[src/rtl/core/eds_pkg.sv]
// Shared types and constants for the envelope distance score block.
// No dependencies.
package eds_pkg;

    localparam int NUM_VARS_DEF = 16;
    localparam int IDX_W        = 4;
    localparam int VAL_W        = 16;
    localparam int SPR_W        = 17;
    localparam int DIST_W       = 19;
    localparam int SUM_W        = 36;
    localparam int ROOT_W       = 18;
    localparam int QUO_W        = 36;

    localparam logic OP_LOAD = 1'b0;
    localparam logic OP_EVAL = 1'b1;

    typedef struct packed {
        logic             opcode;
        logic [IDX_W-1:0] var_index;
        logic [VAL_W-1:0] sample_value;
        logic [SPR_W-1:0] spread_in;
        logic [VAL_W-1:0] lower_in;
        logic [VAL_W-1:0] upper_in;
        logic             last_element;
    } t_in_req;

    typedef struct packed {
        logic [VAL_W-1:0] presence_score;
        logic             inside_envelope;
    } t_out_req;

    // Completed vector handed from the front part to the back part.
    typedef struct packed {
        logic [SUM_W-1:0] square_sum;
        logic             outside;
    } t_vec_req;

endpackage

[src/rtl/core/eds_front.sv]
// Front part: table loads and per-element accumulation; emits one vector
// request per last element. Depends on eds_pkg.
module eds_front import eds_pkg::*; #(
    parameter int NUM_VARS = NUM_VARS_DEF
) (
    input  logic     i_clk,
    input  logic     i_rst_n,
    input  logic     i_valid,
    output logic     o_stall,
    input  t_in_req  i_data,
    output logic     o_vec_valid,
    input  logic     i_vec_stall,
    output t_vec_req o_vec
);

    logic [VAL_W-1:0] r_mean  [2**IDX_W];
    logic [SPR_W-1:0] r_spread[2**IDX_W];
    logic [VAL_W-1:0] r_lower [2**IDX_W];
    logic [VAL_W-1:0] r_upper [2**IDX_W];

    // stage 1 registers
    logic             r_s1_valid;
    logic             r_s1_last;
    logic             r_s1_in_range;
    logic [VAL_W-1:0] r_s1_mag;
    logic             r_s1_out;

    logic [SUM_W-1:0] r_sum;
    logic             r_outside;
    logic             r_vec_valid;
    t_vec_req         r_vec;

    logic             accept;
    logic             idx_ok;
    logic [VAL_W-1:0] m_rd;
    logic [VAL_W-1:0] mag;
    logic [SUM_W:0]   n_sum;
    logic [SUM_W-1:0] sum_sat;
    logic             n_out;
    logic             s1_stall;
    logic             vec_load;

    // hold stage 1 only when a finished vector cannot move on
    assign s1_stall = r_s1_valid && r_s1_last && r_vec_valid && i_vec_stall;
    assign vec_load = !s1_stall && r_s1_valid && r_s1_last;
    assign o_stall  = s1_stall;
    assign accept   = i_valid && !o_stall;
    assign idx_ok   = 32'(i_data.var_index) < NUM_VARS;
    assign m_rd     = idx_ok ? r_mean[i_data.var_index] : '0;
    assign mag      = (i_data.sample_value >= m_rd) ? i_data.sample_value - m_rd
                                                    : m_rd - i_data.sample_value;

    always_comb begin
        n_sum   = {1'b0, r_sum} + {1'b0, 4'b0, 32'(r_s1_mag) * 32'(r_s1_mag)};
        sum_sat = n_sum[SUM_W] ? '1 : n_sum[SUM_W-1:0];
        if (!r_s1_in_range) begin
            sum_sat = r_sum;
        end
        n_out   = r_outside || (r_s1_in_range && r_s1_out);
    end

    always_ff @(posedge i_clk) begin
        if (accept && i_data.opcode == OP_LOAD && idx_ok) begin
            r_mean  [i_data.var_index] <= i_data.sample_value;
            r_spread[i_data.var_index] <= i_data.spread_in;
            r_lower [i_data.var_index] <= i_data.lower_in;
            r_upper [i_data.var_index] <= i_data.upper_in;
        end
        if (!i_rst_n) begin
            r_s1_valid  <= 1'b0;
            r_sum       <= '0;
            r_outside   <= 1'b0;
            r_vec_valid <= 1'b0;
        end else begin
            if (vec_load) begin
                r_vec_valid <= 1'b1;
            end else if (!i_vec_stall) begin
                r_vec_valid <= 1'b0;
            end
            if (!s1_stall) begin
                if (r_s1_valid) begin
                    if (r_s1_last) begin
                        r_vec.square_sum <= sum_sat;
                        r_vec.outside    <= n_out;
                        r_sum            <= '0;
                        r_outside        <= 1'b0;
                    end else begin
                        r_sum     <= sum_sat;
                        r_outside <= n_out;
                    end
                end
                r_s1_valid <= accept && i_data.opcode == OP_EVAL;
                r_s1_last  <= i_data.last_element;
                r_s1_in_range <= idx_ok;
                r_s1_mag   <= mag;
                r_s1_out   <= idx_ok && (
                    i_data.sample_value < r_lower[i_data.var_index] ||
                    i_data.sample_value > r_upper[i_data.var_index] ||
                    17'(mag) > r_spread[i_data.var_index]);
            end
        end
    end

    assign o_vec_valid = r_vec_valid;
    assign o_vec       = r_vec;

endmodule

[src/rtl/core/eds_fifo.sv]
// Two-entry queue between the front and back parts.
// Depends on eds_pkg.
module eds_fifo import eds_pkg::*; (
    input  logic     i_clk,
    input  logic     i_rst_n,
    input  logic     i_valid,
    output logic     o_stall,
    input  t_vec_req i_data,
    output logic     o_valid,
    input  logic     i_stall,
    output t_vec_req o_data
);

    t_vec_req r_mem[2];
    logic     r_wp;
    logic     r_rp;
    logic [1:0] r_cnt;
    logic     push;
    logic     pop;

    assign o_stall = r_cnt == 2'd2;
    assign o_valid = r_cnt != 2'd0;
    assign o_data  = r_mem[r_rp];
    assign push    = i_valid && !o_stall;
    assign pop     = o_valid && !i_stall;

    always_ff @(posedge i_clk) begin
        if (push) begin
            r_mem[r_wp] <= i_data;
        end
        if (!i_rst_n) begin
            r_wp  <= 1'b0;
            r_rp  <= 1'b0;
            r_cnt <= '0;
        end else begin
            if (push) begin
                r_wp <= ~r_wp;
            end
            if (pop) begin
                r_rp <= ~r_rp;
            end
            r_cnt <= r_cnt + 2'(push) - 2'(pop);
        end
    end

endmodule

[src/rtl/core/eds_back.sv]
// Back part: square root then division, one bit per cycle each, and the
// output register. Depends on eds_pkg.
module eds_back import eds_pkg::*; (
    input  logic              i_clk,
    input  logic              i_rst_n,
    input  logic [DIST_W-1:0] i_max_distance,
    input  logic              i_valid,
    output logic              o_stall,
    input  t_vec_req          i_data,
    output logic              o_valid,
    input  logic              i_stall,
    output t_out_req          o_data
);

    typedef enum logic [1:0] {S_IDLE, S_ROOT, S_DIV, S_DONE} t_state;

    t_state             r_state;
    logic [SUM_W-1:0]   r_rem;
    logic [SUM_W-1:0]   r_val;
    logic [ROOT_W-1:0]  r_root;
    logic [QUO_W-1:0]   r_quo;
    logic [DIST_W:0]    r_prem;
    logic [5:0]         r_cnt;
    logic               r_inside;
    logic               r_out_valid;
    t_out_req           r_out;

    logic [SUM_W+1:0]   trial_rem;
    logic [SUM_W+1:0]   trial_sub;
    logic [DIST_W+1:0]  dshift;
    logic [QUO_W-1:0]   dividend;
    logic [16:0]        score;

    assign o_stall = r_state != S_IDLE;
    assign o_valid = r_out_valid;
    assign o_data  = r_out;

    always_comb begin
        trial_rem = {r_rem, r_val[SUM_W-1 -: 2]};
        trial_sub = {18'b0, r_root, 2'b01};
        dividend  = {r_root, 18'b0} >> 2;
        dshift    = {r_prem, dividend[6'(QUO_W-1) - r_cnt]};
        score     = 17'h10000 - 17'(r_quo);
        if (r_quo >= QUO_W'(17'h10000)) begin
            score = '0;
        end else if (score[16]) begin
            score = 17'h0FFFF;
        end
    end

    always_ff @(posedge i_clk) begin
        if (!i_rst_n) begin
            r_state     <= S_IDLE;
            r_out_valid <= 1'b0;
        end else begin
            if (r_state == S_DONE && (!r_out_valid || !i_stall)) begin
                r_out_valid <= 1'b1;
            end else if (!i_stall) begin
                r_out_valid <= 1'b0;
            end
            unique case (r_state)
                S_IDLE: begin
                    if (i_valid) begin
                        r_val    <= i_data.square_sum;
                        r_rem    <= '0;
                        r_root   <= '0;
                        r_cnt    <= '0;
                        r_inside <= !i_data.outside;
                        r_state  <= (i_data.outside || i_max_distance == '0) ? S_DONE
                                                                               : S_ROOT;
                        r_quo    <= QUO_W'(17'h10000);
                    end
                end
                S_ROOT: begin
                    r_val <= r_val << 2;
                    if (trial_rem >= trial_sub) begin
                        r_rem  <= SUM_W'(trial_rem - trial_sub);
                        r_root <= {r_root[ROOT_W-2:0], 1'b1};
                    end else begin
                        r_rem  <= SUM_W'(trial_rem);
                        r_root <= {r_root[ROOT_W-2:0], 1'b0};
                    end
                    if (r_cnt == 6'(ROOT_W - 1)) begin
                        r_cnt   <= '0;
                        r_prem  <= '0;
                        r_quo   <= '0;
                        r_state <= S_DIV;
                    end else begin
                        r_cnt <= r_cnt + 6'd1;
                    end
                end
                S_DIV: begin
                    // restoring divide of root<<16 by max_distance
                    if (dshift >= {2'b0, i_max_distance}) begin
                        r_prem <= (DIST_W+1)'(dshift - {2'b0, i_max_distance});
                        r_quo  <= {r_quo[QUO_W-2:0], 1'b1};
                    end else begin
                        r_prem <= (DIST_W+1)'(dshift);
                        r_quo  <= {r_quo[QUO_W-2:0], 1'b0};
                    end
                    if (r_cnt == 6'(QUO_W - 1)) begin
                        r_state <= S_DONE;
                    end else begin
                        r_cnt <= r_cnt + 6'd1;
                    end
                end
                S_DONE: begin
                    if (!r_out_valid || !i_stall) begin
                        r_out.inside_envelope    <= r_inside;
                        r_out.presence_score     <= r_inside ? score[15:0] : '0;
                        r_state                  <= S_IDLE;
                    end
                end
                default: r_state <= S_IDLE;
            endcase
        end
    end

endmodule

[src/rtl/core/envelope_distance_score_core.sv]
// Envelope distance score core.
// Input channel i_valid/o_stall carries t_in_req requests: load requests write
// one table row, evaluate requests add one element to the running vector.
// Output channel o_valid/i_stall carries one t_out_req per last element.
// The user must write max_distance via i_cfg_we/i_cfg_wdata only while idle;
// the block does not enforce this. After the last element the vector passes
// the stage 1 register, the vector register and the queue; the back part then
// forms the 18-bit square root and 36-bit quotient, one bit per cycle, and
// loads the output register. The input takes one element per cycle while
// o_stall is low; the back part takes a new vector only once done with the
// last. Outside vectors and a zero max_distance skip both iterations.
// Reset clears the running sum, the queue, the back part and max_distance;
// table rows are undefined until loaded.
// A stalled receiver holds the output; the queue then fills and the front
// stalls the input only when a finished vector cannot be queued.
// Depends on eds_pkg, eds_front, eds_fifo and eds_back.
module envelope_distance_score_core import eds_pkg::*; #(
    parameter int NUM_VARS = NUM_VARS_DEF
) (
    input  logic              i_clk,
    input  logic              i_rst_n,
    input  logic              i_valid,
    output logic              o_stall,
    input  t_in_req           i_data,
    output logic              o_valid,
    input  logic              i_stall,
    output t_out_req          o_data,
    input  logic              i_cfg_we,
    input  logic [DIST_W-1:0] i_cfg_wdata
);

    logic [DIST_W-1:0] r_max_distance;
    logic     f_valid, f_stall, b_valid, b_stall;
    t_vec_req f_vec, b_vec;

    always_ff @(posedge i_clk) begin
        if (!i_rst_n) begin
            r_max_distance <= '0;
        end else if (i_cfg_we) begin
            r_max_distance <= i_cfg_wdata;
        end
    end

    eds_front #(.NUM_VARS(NUM_VARS)) u_front (
        .i_clk, .i_rst_n, .i_valid, .o_stall, .i_data,
        .o_vec_valid(f_valid), .i_vec_stall(f_stall), .o_vec(f_vec)
    );

    eds_fifo u_fifo (
        .i_clk, .i_rst_n, .i_valid(f_valid), .o_stall(f_stall), .i_data(f_vec),
        .o_valid(b_valid), .i_stall(b_stall), .o_data(b_vec)
    );

    eds_back u_back (
        .i_clk, .i_rst_n, .i_max_distance(r_max_distance),
        .i_valid(b_valid), .o_stall(b_stall), .i_data(b_vec),
        .o_valid, .i_stall, .o_data
    );

endmodule

[config.mk]
export PLATFORM = sky130hd
export DESIGN_NAME = envelope_distance_score_core
export DESIGN_NICKNAME = d
export VERILOG_FILES = /design/src/rtl/core/eds_pkg.sv /design/src/rtl/core/eds_front.sv /design/src/rtl/core/eds_fifo.sv /design/src/rtl/core/eds_back.sv /design/src/rtl/core/envelope_distance_score_core.sv
export SDC_FILE = /design/constraint.sdc
export NUM_CORES = 2
export LEC_CHECK = 0
export ABC_AREA = 1
export BUFFER_PORTS_ARGS = -buffer_cell sky130_fd_sc_hd__buf_2
export CORE_MARGIN = 5
export CORE_UTILIZATION = 40
export CTS_CLUSTER_SIZE = 14
export DETAILED_ROUTE_END_ITERATION = 10
export RECOVER_POWER = 100
export SLEW_MARGIN = 5
export SYNTH_ARGS = -nofsm -noshare
export SYNTH_HDL_FRONTEND = slang
export SYNTH_SLANG_ARGS = --single-unit
[constraint.sdc]
create_clock -name i_clk -period 16.1 [get_ports i_clk]
set_input_delay 3.22 -clock i_clk [delete_from_list [all_inputs] [get_ports i_clk]]
set_output_delay 3.22 -clock i_clk [all_outputs]
set_load 0.02 [all_outputs]
==> impl_metrics.tcl <==
set metrics [dict create \
    ys_ff_latch 1405 \
    final.period_utilization_pct 73.1 \
    cpLargestDelayFamily "buffers and inverters" \
    dr.pass1.iters 5 \
    portBuffers 113 \
    area_growth_syn_to_layout_pct 11.0 \
    fmax_mhz 84.9 \
    maxSlewViolCount 1684 \
    h-tree-depth 4 \
    clock_latency_ps 810 \
    max_cap_viol_count 46 \
    min_path_type "reg2reg" \
    synth_edf_count 1339 \
    grtUsageTotal_pct 19.1 \
    grt_antenna_before_repair 12 \
    tns_ps 0 \
    required_ps 16630 \
    drt_wl_total_um 169000 \
    numClockSinks 1405 \
    critPathCaptureType "register" \
    viasPerCell 5.33 \
    drc_errors 0 \
    grt_pass1_wl_um 260000 \
    placed_area_um2 70100 \
    place_inst 7740 \
    violations "max-capacitance violations, max-slew violations" \
    cts-root-buf "clkbuf_16" \
    slowest_delay_ps 2760 \
    gp_congestion 0.890 \
    rsz0062_at_grt "false" \
    fp.dieW_um 420 \
    skew_ps 52.1 \
    synth_top_area_share_pct 59.9 \
    synth_seq_area_share_pct 61.9 \
    critPathLaunch "i_data[66]" \
    synthCells 5587 \
    overflow 0 \
    postCtsResizedCells 0 \
    netlist_area_um2 67100 \
    ys_warn_count 0 \
    synth_cell_type_count 64 \
    drt_iter0_markers 3536 \
    finalNonFillerCells 8016 \
    start_util_pct 40.2 \
    worstSetupPathType "in2reg" \
    avgSynthCellArea_um2 12.0 \
    post_cts_buffers 0 \
    drive_above_1_share_pct 6.27 \
    async_flop_share_pct 0 \
    layout_min_cycle_time_ps 11780 \
    ys_top_cells_by_area "edfxtp_1 60%, fa_1 5.9%, a22oi_1 5.6%, nand2_1 4.9%, ha_1 4.3%" \
    dieHeight_um 420 \
    crit_buf_inv 5 \
    cp.arrival_ps 12300 \
    grt_pass1_vias 43203 \
    cts.hold.buffers_added 0 \
    synth.largest_area_cell "edfxtp_1" \
    fp-row-count 150 \
    final_util_pct 44.6 \
    grt_max_degree 158 \
    min_from "u_front.o_vec[29]$_DFFE_PP_" \
    tritoncts "yes" \
    vias 42693 \
    path_clk_slew_ps 60 \
    cts_made_buffers 150 \
    final_net_count 6215 \
    critical_path.max_fanout 119 \
    cts.path.max_buffers 3 \
    die_area_um2 176000 \
    setup_violations 0 \
    fp.coreArea_um2 167000 \
    final_cell_mix "1,339 x edfxtp_1, 881 x nand2_1, 699 x inv_1" \
    design_area_um2 74500 \
    finalHoldViolCount 0 \
    reg2reg_from "u_front.r_s1_mag[1]$_DFFE_PP_" \
    crit_path_start_kind "input port" \
    synthFlopType "edfxtp_1" \
    final_common_cell "edfxtp_1" \
    slowest_stage "clkbuf_1" \
    pin_count 114 \
    synth_fp_nets 6114 \
    hpwl_um 102000 \
    cpMostUsedCell "nand2_1" \
    tightest_slew_ps 3850 \
    status "complete, but fails checks" \
    slew_headroom_pct -157 \
    antenna_left 0 \
    wl_per_cell_um 21.1 \
]
==> cell type report <==
type	count	area [um^2]
multi-input cells	3238	21800
inverters	711	2690
clock inverters	97	1060
repair buffers	182	833
clock buffers	176	3860
diodes	3	7.51
well taps	2204	2760
flip-flops and latches	1405	41500
fillers	15223	92500
==> per-layer routing <==
layer	global-route usage [%]	wire (um)
met1	25.1	71500
met2	33.6	85000
met3	2.74	9550
met4	4.61	3200
met5	0	41
==> flip-flops by register name, indices dropped and copies added (netlist names), 19 cells and up, named ones only <==
name / flops
u_front.r_spread: 272
u_front.r_lower: 256
u_front.r_mean: 256
u_front.r_upper: 256
u_fifo.r_mem: 74
u_front.o_vec: 37
u_back.r_quo: 36
u_back.r_rem: 36
u_back.r_val: 36
u_front.r_sum: 36
u_back.r_prem: 20
r_max_distance: 19
==> cell usage after synthesis, types with 9 or more instances <==
master	instances
o21ai_1	9
nor2_2	16
inv_1	696
nor4_1	57
o21bai_1	10
xor2_1	56
o21ai_0	141
ha_1	233
dfxtp_1	66
nand2_1	873
or2_2	10
o22ai_1	11
nand2_4	12
edfxtp_1	1339
a31oi_1	10
nor2_1	337
buf_1	13
nand2_2	19
xnor2_1	43
a21oi_2	10
nand4_1	42
nand3_4	13
a21oi_1	455
a21o_1	16
fa_1	199
nand3_1	70
nor3_1	40
a22oi_1	498
clkbuf_1	117
buf_2	87
==> path summary, 6_finish.rpt <==
| check | end | slack [ps] | cells past startpoint |
|---|---|---|---|
| max | u_front.r_s1_out$_DFFE_PP_ | 4320 | 31 |
| min | u_fifo.r_mem[0][29]$_DFFE_PP_ | 410 | 0 |
| max reg2reg | u_front.r_sum[14]$_SDFFE_PN0P_ | 7040 | 23 |
| min reg2reg | u_fifo.r_mem[0][29]$_DFFE_PP_ | 410 | 0 |
==> logic make-up after synthesis <==
family	count (synthesis)	share of synthesized area, %
and+or+nand+nor	1512	9.81
buffers and inverters	944	5.64
adders and majority gates	432	10.3
AOI/OAI and AO/OA	1192	11.1
xor gates and xnor gates	99	1.29
DFF	1405	61.9
muxes	3	0.0466
==> through the flow <==
| stage | hold WS, ps | setup slack (ps) |
|---|---|---|
| floorplan | 418 | 5240 |
| global placement | 424 | 6350 |
| detailed placement | 434 | 6380 |
| CTS | 405 | 7220 |
| global route | 411 | 3710 |
| finish | 406 | 4320 |
Power is not shown: default switching activity piles up to over one toggle a cycle in this logic, so the estimate is an artifact.
